## config.mk

```make
export PLATFORM = sky130hd
export DESIGN_NAME = bounded_stack_indexed_access_unit_flat
export DESIGN_NICKNAME = d
export VERILOG_FILES = /design/src/hdl/bsia_pkg.sv /design/src/hdl/bsia_req_if.sv /design/src/hdl/bsia_rsp_if.sv /design/src/hdl/bsia_cell.sv /design/src/hdl/bounded_stack_indexed_access_unit.sv /design/src/flat_wrapper.sv
export SDC_FILE = /design/constraint.sdc
export NUM_CORES = 1
export LEC_CHECK = 0
export BUFFER_PORTS_ARGS = -buffer_cell sky130_fd_sc_hd__buf_2
export CAP_MARGIN = 30
export CORE_MARGIN = 10
export CORE_UTILIZATION = 50
export DETAILED_ROUTE_END_ITERATION = 10
export PLACE_DENSITY = 0.7
export SETUP_SLACK_MARGIN = 0.4
export SLEW_MARGIN = 25
export SYNTH_ARGS = -nofsm -noshare
export SYNTH_HDL_FRONTEND = slang
export SYNTH_SLANG_ARGS = --single-unit
```

## constraint.sdc

```tcl
create_clock -name clk -period 5.4 [get_ports clk]
set_clock_uncertainty 0.15 [all_clocks]
set_input_delay 0.54 -clock clk [delete_from_list [all_inputs] [get_ports clk]]
set_output_delay 0.54 -clock clk [all_outputs]
set_load 0.02 [all_outputs]
```

## src/hdl/bsia_pkg.sv

```systemverilog
// ----------------------------------------------------------------------------
// bsia_pkg: shared definitions for the bounded stack unit
// Sizes, operation and status codes, and the per-cell control bundle.
// ----------------------------------------------------------------------------
package bsia_pkg;

    localparam int DEPTH  = 8;
    localparam int DATA_W = 32;
    localparam int POS_W  = 4;
    localparam int CNT_W  = 4;
    localparam int IDX_W  = $clog2(DEPTH);

    typedef enum logic [1:0] {
        FUNC_PUSH   = 2'd0,
        FUNC_POP    = 2'd1,
        FUNC_PEEK   = 2'd2,
        FUNC_CHANGE = 2'd3
    } func_t;

    typedef enum logic [1:0] {
        ST_OK        = 2'd0,
        ST_OVERFLOW  = 2'd1,
        ST_UNDERFLOW = 2'd2,
        ST_NOPOS     = 2'd3
    } status_t;

    // Control for one stack cell in one cycle.
    typedef struct packed {
        logic push;
        logic pop;
        logic load;
    } cell_ctrl_t;

endpackage

```

## src/hdl/bsia_req_if.sv

```systemverilog
// ----------------------------------------------------------------------------
// bsia_req_if: request channel
// Valid/ready channel that carries one stack request per item.
// ----------------------------------------------------------------------------
interface bsia_req_if;

    logic                              valid;
    logic                              ready;
    logic [1:0]                        func;
    logic signed [bsia_pkg::DATA_W-1:0] value;
    logic [bsia_pkg::POS_W-1:0]        position;

    modport source (output valid, output func, output value, output position, input ready);
    modport sink   (input valid, input func, input value, input position, output ready);

endinterface

```

## src/hdl/bsia_rsp_if.sv

```systemverilog
// ----------------------------------------------------------------------------
// bsia_rsp_if: response channel
// Valid/ready channel that carries one stack result per item.
// ----------------------------------------------------------------------------
interface bsia_rsp_if;

    logic                              valid;
    logic                              ready;
    logic signed [bsia_pkg::DATA_W-1:0] data;
    logic [1:0]                        status;
    logic [bsia_pkg::CNT_W-1:0]        fill_count;

    modport source (output valid, output data, output status, output fill_count, input ready);
    modport sink   (input valid, input data, input status, input fill_count, output ready);

endinterface

```

## src/hdl/bsia_cell.sv

```systemverilog
// ----------------------------------------------------------------------------
// bsia_cell: one stack cell
// Holds one word; shifts down on push, up on pop, or loads on a change.
// ----------------------------------------------------------------------------
module bsia_cell (
    input  logic                               clk,
    input  bsia_pkg::cell_ctrl_t               ctrl,
    input  logic signed [bsia_pkg::DATA_W-1:0] up_data,
    input  logic signed [bsia_pkg::DATA_W-1:0] down_data,
    input  logic signed [bsia_pkg::DATA_W-1:0] value,
    output logic signed [bsia_pkg::DATA_W-1:0] entry
);

    logic signed [bsia_pkg::DATA_W-1:0] entry_reg;
    logic signed [bsia_pkg::DATA_W-1:0] entry_next;

    always_comb
    begin
        priority if (ctrl.push)
        begin
            entry_next = up_data;
        end
        else if (ctrl.pop)
        begin
            entry_next = down_data;
        end
        else if (ctrl.load)
        begin
            entry_next = value;
        end
        else
        begin
            entry_next = entry_reg;
        end
    end

    always_ff @(posedge clk)
    begin
        entry_reg <= entry_next;
    end

    assign entry = entry_reg;

endmodule

```

## src/hdl/bounded_stack_indexed_access_unit.sv

```systemverilog
// ----------------------------------------------------------------------------
// bounded_stack_indexed_access_unit: LIFO stack with peek and change
// Fixed-depth stack built as a row of cells, one result per request.
// ----------------------------------------------------------------------------
// Usage:
// A request item on req carries func (push, pop, peek, change), value and
// position, where position 1 is the top of the stack. Every request gives
// exactly one result item on rsp with data, status and the fill count held
// after the request. Errors (push when full, pop when empty, a position of
// zero or above the fill count) leave the stack unchanged and return zero
// data with the matching status code.
// The stack is a row of DEPTH cells with the top in cell 0. A push shifts
// every cell one place down, a pop shifts every cell one place up, and a
// change loads the value into the one addressed cell, so each request is
// done in the cycle it is accepted. The result appears in the next cycle from
// an output register. Throughput is one item per cycle while rsp is taken;
// the cell row and fill count are updated as each request is accepted.
// When the receiver stalls, the result waits in the output register and req
// stays ready only if that register is being emptied in the same cycle.
// Reset empties the stack and drops any pending result; the cell words are
// not cleared, since no entry is ever read before it is written.
// ----------------------------------------------------------------------------
module bounded_stack_indexed_access_unit (
    input  logic       clk,
    input  logic       rst_n,
    bsia_req_if.sink   req,
    bsia_rsp_if.source rsp
);

    logic take;

    logic [bsia_pkg::CNT_W-1:0] count_reg;
    logic [bsia_pkg::CNT_W-1:0] count_next;

    logic                               rsp_valid_reg;
    logic                               rsp_valid_next;
    logic signed [bsia_pkg::DATA_W-1:0] data_reg;
    logic signed [bsia_pkg::DATA_W-1:0] data_next;
    logic [1:0]                         status_reg;
    logic [1:0]                         status_next;
    logic [bsia_pkg::CNT_W-1:0]         fill_reg;

    logic                       push_ok;
    logic                       pop_ok;
    logic                       pos_ok;
    logic [bsia_pkg::POS_W-1:0] pos_m1;
    logic [bsia_pkg::IDX_W-1:0] idx;

    logic signed [bsia_pkg::DATA_W-1:0] entry [bsia_pkg::DEPTH];
    bsia_pkg::cell_ctrl_t               ctrl  [bsia_pkg::DEPTH];

    // A new request is taken whenever the output register is free or is
    // being drained in this cycle.
    assign req.ready = !rsp_valid_reg || rsp.ready;
    assign take      = req.valid && req.ready;

    assign push_ok = (count_reg != bsia_pkg::CNT_W'(bsia_pkg::DEPTH));
    assign pop_ok  = (count_reg != '0);
    assign pos_ok  = (req.position != '0) && (req.position <= count_reg);
    assign pos_m1  = req.position - bsia_pkg::POS_W'(1);
    assign idx     = pos_m1[bsia_pkg::IDX_W-1:0];

    // Decode the request into the operation result and the new fill count.
    always_comb
    begin
        count_next  = count_reg;
        data_next   = '0;
        status_next = bsia_pkg::ST_OK;
        unique case (req.func)
            bsia_pkg::FUNC_PUSH:
            begin
                if (push_ok)
                begin
                    count_next = count_reg + bsia_pkg::CNT_W'(1);
                end
                else
                begin
                    status_next = bsia_pkg::ST_OVERFLOW;
                end
            end
            bsia_pkg::FUNC_POP:
            begin
                if (pop_ok)
                begin
                    count_next = count_reg - bsia_pkg::CNT_W'(1);
                    data_next  = entry[0];
                end
                else
                begin
                    status_next = bsia_pkg::ST_UNDERFLOW;
                end
            end
            bsia_pkg::FUNC_PEEK:
            begin
                if (pos_ok)
                begin
                    data_next = entry[idx];
                end
                else
                begin
                    status_next = bsia_pkg::ST_NOPOS;
                end
            end
            default:
            begin
                if (!pos_ok)
                begin
                    status_next = bsia_pkg::ST_NOPOS;
                end
            end
        endcase
    end

    // The row of cells. Cell 0 is the top; its upper neighbor is the pushed
    // value, and the bottom cell pulls in zero when the stack shifts up.
    for (genvar i = 0; i < bsia_pkg::DEPTH; i++)
    begin : g_cell
        logic signed [bsia_pkg::DATA_W-1:0] up_data;
        logic signed [bsia_pkg::DATA_W-1:0] down_data;

        if (i == 0)
        begin : g_top
            assign up_data = req.value;
        end
        else
        begin : g_mid_up
            assign up_data = entry[i-1];
        end

        if (i == bsia_pkg::DEPTH - 1)
        begin : g_bottom
            assign down_data = '0;
        end
        else
        begin : g_mid_down
            assign down_data = entry[i+1];
        end

        assign ctrl[i].push = take && (req.func == bsia_pkg::FUNC_PUSH) && push_ok;
        assign ctrl[i].pop  = take && (req.func == bsia_pkg::FUNC_POP) && pop_ok;
        assign ctrl[i].load = take && (req.func == bsia_pkg::FUNC_CHANGE) && pos_ok
                              && (idx == bsia_pkg::IDX_W'(i));

        bsia_cell u_cell (
            .clk       (clk),
            .ctrl      (ctrl[i]),
            .up_data   (up_data),
            .down_data (down_data),
            .value     (req.value),
            .entry     (entry[i])
        );
    end

    always_comb
    begin
        priority if (take)
        begin
            rsp_valid_next = 1'b1;
        end
        else if (rsp.ready)
        begin
            rsp_valid_next = 1'b0;
        end
        else
        begin
            rsp_valid_next = rsp_valid_reg;
        end
    end

    always_ff @(posedge clk or negedge rst_n)
    begin
        if (!rst_n)
        begin
            count_reg     <= '0;
            rsp_valid_reg <= 1'b0;
        end
        else
        begin
            rsp_valid_reg <= rsp_valid_next;
            if (take)
            begin
                count_reg <= count_next;
            end
        end
    end

    // Result payload, loaded with each accepted request.
    always_ff @(posedge clk)
    begin
        if (take)
        begin
            data_reg   <= data_next;
            status_reg <= status_next;
            fill_reg   <= count_next;
        end
    end

    assign rsp.valid      = rsp_valid_reg;
    assign rsp.data       = data_reg;
    assign rsp.status     = status_reg;
    assign rsp.fill_count = fill_reg;

endmodule

```

## src/flat_wrapper.sv

```systemverilog
// flat-port wrapper written by rule: the top's interface ports become plain ports
module bounded_stack_indexed_access_unit_flat 
  (clk, rst_n, req_valid, req_func, req_value, req_position, req_ready, rsp_valid, rsp_data, rsp_status, rsp_fill_count, rsp_ready);
  bsia_req_if req_i ();
  bsia_rsp_if rsp_i ();
  input  logic clk;
  input  logic rst_n;
  input wire logic [$bits(req_i.valid)-1:0] req_valid;
  input wire logic [$bits(req_i.func)-1:0] req_func;
  input wire logic [$bits(req_i.value)-1:0] req_value;
  input wire logic [$bits(req_i.position)-1:0] req_position;
  output wire logic [$bits(req_i.ready)-1:0] req_ready;
  output wire logic [$bits(rsp_i.valid)-1:0] rsp_valid;
  output wire logic [$bits(rsp_i.data)-1:0] rsp_data;
  output wire logic [$bits(rsp_i.status)-1:0] rsp_status;
  output wire logic [$bits(rsp_i.fill_count)-1:0] rsp_fill_count;
  input wire logic [$bits(rsp_i.ready)-1:0] rsp_ready;
  assign req_i.valid = req_valid;
  assign req_i.func = req_func;
  assign req_i.value = req_value;
  assign req_i.position = req_position;
  assign req_ready = req_i.ready;
  assign rsp_valid = rsp_i.valid;
  assign rsp_data = rsp_i.data;
  assign rsp_status = rsp_i.status;
  assign rsp_fill_count = rsp_i.fill_count;
  assign rsp_i.ready = rsp_ready;
  bounded_stack_indexed_access_unit u_core (.clk(clk), .rst_n(rst_n), .req(req_i), .rsp(rsp_i));
endmodule
```

==> impl_metrics.csv <==
group,metric,value,unit
floorplanning,dieArea,37100,µm²
yosys,syn-cell-area,14900,µm²
pwr,intPower,4.36,mW
finish,drive_gt1_frac,0.251,
sta,rsz0062_at_grt,"false",
pwr,clkPwrFrac,0.316,
clock_network,postCtsHoldBufs,1,
pwr,sw_frac_of_total,0.279,
setup_path,rrSetupSlack,1.75,ns
place,place.gp.congestion,0.778,
global_routing,grt_overflow_total,0,
place,dp_slack,1.40,ns
sta,slew_headroom,0.241,
global_routing,track_usage,0.193,
setup_path,criticalPathCategory,"flop to flop",
global_routing,grt_pass1_wl,56700,µm
yosys,yosysWarnings,0,
pwr,switchingPower,1.69,mW
routing,num_vias,9639,
setup_path,crit_arrival,3.72,ns
yosys,seq_area_frac_synth,0.602,
sta,finalSetupViolCount,0,
pwr,combPwrFrac,0.186,
setup_path,cp_common_cell,"buf_4",
clock_network,cts_tree,"yes",
global_routing,grt_pass1_vias,9567,
clock_network,clk_pin_slew,0.06,ns
finish,nets,1047,
yosys,synth_ff_type,"edfxtp_1",
finish,syn_to_final_growth,12.1,%
yosys,syn_area_per_cell,15.9,µm²
setup_path,crit_slowest_cell,"dfrtp_1",
global_routing,grt_max_degree,225,
routing,wirelength,36600,µm
place,port-buffer-count,81,
routing,routed_via_density,6.87,
sta,finalMaxSlewViolations,0,
yosys,synth_edf_count,294,
setup_path,cp-start-kind,"flop",
worst_hold_path,min_path_type,"primary input to flop",
place,hpwl,19900,µm
yosys,ys_ff_latch,299,
floorplanning,die_w,193,µm
finish,register_area,8950,µm²
routing,firstDrtPassIters,5,
floorplanning,row_count,63,
place,placed_area,15800,µm²
setup_path,timing.rr.start,"u_core.count_reg[3]",
setup_path,cp-startpoint,"u_core.count_reg[3]",
yosys,ys_types,47,
setup_path,critPathRequiredTime,5.48,ns
run,cap_viol_max_count,0,
setup_path,crit_fanout,17,
setup_path,timing.rr.end,"u_core.g_cell[4].u_cell.entry[27]",
pwr,vdd_ir_drop_max,253,µV
clock_network,cts_sinks,299,
pwr,total_power,6.05,mW
clock_network,post_cts_buffers,0,
sta,timing.fmax,274,MHz
clock_network,root_buffer,"clkbuf_16",
clock_network,cts_resized,0,
setup_path,max_stage_delay,0.64,ns
finish,fin_area,16700,µm²
yosys,async_flop_share,0.0167,
pwr,p_per_area,362,nW/µm²
finish,multiInputGateArea,5650,µm²
sta,fin_crit,3.65,ns
routing,post-route-drc-count,0,
sta,final_critical_path_setup_slack,1.75,ns
clock_network,htree_levels,1,
pwr,seqPwrFrac,0.498,
sta,finalCritPeriodShare,0.675,
yosys,synthCells,934,
floorplanning,io_pins,82,
floorplanning,die_h,193,µm
sta,worst_slew_pin_slew,1.14,ns
floorplanning,core,29500,µm²
setup_path,end_kind,"flop",
routing,routedWlPerCell,26.1,µm
setup_path,crit_chain,"inv_1 -> ha_1 -> and4b_1 -> a211oi_1 -> o21bai_1 -> buf_4 -> o31ai_4 -> buf_8 -> buf_4",
routing,ant_nets,0,
pwr,power_leakage,5.85,nW
sta,hold_violations,0,
finish,num-fill-cells,2323,
floorplanning,initial_core_util,0.505,
clock_network,cts_max_path_buffers,3,
routing,drt_iter0_drc,1277,
clock_network,clkLatencyLatePin,0.55,ns
yosys,synth_nets,991,
sta,fin_setup_tns,0,ns
finish,largest_register_ff_count,256,
run_status,status,"complete, no violations",
setup_path,endpoint,"u_core.g_cell[4].u_cell.entry[27]",
setup_path,ff2ff_path_depth,9,
global_routing,antenna_found_initial,0,
clock_network,cts_made_buffers,31,
==> power by group through the flow <==
stage | Clock (mW) | Combinational [mW] | Sequential, mW
after floorplan | 0 | 0.764 | 3.03
after global placement | 0 | 1.09 | 3.05
after detailed placement | 0 | 1.12 | 3.05
after CTS | 1.95 | 1.12 | 3.01
after global routing | 2.04 | 1.21 | 3.04
final | 1.91 | 1.12 | 3.01
==> cell usage after synthesis (5+ instances only) <==
library cell    n  area share
a21boi_1       32       0.016
a21o_1         34       0.017
a221o_1       195        0.13
buf_2          30       0.010
clkbuf_1       51       0.013
dfrtp_1         5      0.0084
edfxtp_1      294        0.59
ha_1           15       0.013
inv_1          10      0.0025
mux2_1          6      0.0045
mux2_2         28       0.021
mux2i_1        32       0.022
mux4_2         64       0.097
nand2_1        44       0.011
nor2_1          5      0.0013
o21ai_0        36       0.012
o31ai_1         5      0.0025
==> per-layer routing <==
metal	track usage	wire length [µm]	vias up
met2	0.310	17400	414
met4	0.0420	540	0
met3	0.0289	2600	46
met5	0	0	-
met1	0.275	16000	4978
li1	-	-	4201
==> worst max-delay path, delay by kind of cell, from the launching register on <==
kind,cells,cell delay [ns]
adder cells (fa/ha/maj),1,0.34
AND/OR/NAND/NOR,1,0.21
flip-flops,1,0.64
buffers and inverters,4,0.93
AO/OA/AOI/OAI,3,1.03
==> how the worst min path moves through the flow <==
stage	to	depth (start not counted)	slack [ns]	start
floorplan	u_core.count_reg[0]	0	0.09	rst_n
global placement	u_core.rsp.valid	1	0.21	rst_n
detailed placement	u_core.rsp.valid	1	0.21	rst_n
CTS	u_core.rsp.valid	2	0.08	req_valid
global route	u_core.rsp.valid	2	0.09	req_valid
finish	u_core.rsp.valid	2	0.10	req_valid
==> through the flow <==
stage	util	hold WS [ns]	instances
floorplan	-	0.0944	934
global route	0.566	0.0945	1402
detailed placement	0.535	0.214	1345
finish	0.566	0.102	1403
CTS	0.565	0.0801	1401
global placement	0.534	0.212	1343
==> cells by family after synthesis <==
logic type	share of synthesized area
adders and majority gates	0.0126
AOI/OAI and AO/OA	0.192
DFF	0.602
buffers and inverters	0.0262
and+or+nand+nor	0.0225
xor gates and xnor gates	0.00109
muxes	0.144
==> area by class of cell <==
class                           count  area share
Tap cell                          390      0.0292
Sequential cell                   299       0.537
Timing Repair Buffer              107      0.0402
Antenna cell                        1    0.000150
Inverter                           10     0.00225
Clock inverter                     17     0.00457
Multi-Input combinational cell    541       0.339
Clock buffer                       38      0.0481
==> cell usage in the layout (no fill, tap or decap), drive strengths merged, types with 2 or more instances in the layout <==
| cell | instances |
|---|---|
| a21boi | 32 |
| a21o | 34 |
| a21oi | 4 |
| a221o | 195 |
| and3 | 2 |
| buf | 106 |
| clkbuf | 38 |
| clkinv | 16 |
| dfrtp | 5 |
| edfxtp | 294 |
| ha | 15 |
| inv | 10 |
| mux2 | 34 |
| mux2i | 32 |
| mux4 | 64 |
| nand2 | 44 |
| nand2b | 3 |
| nand3 | 3 |
| nand3b | 2 |
| nor2 | 5 |
| nor2b | 2 |
| nor3 | 3 |
| nor3b | 3 |
| o21ai | 36 |
| o22ai | 2 |
| o31ai | 5 |
| o41ai | 4 |
Power figures use the tool's default switching activity.
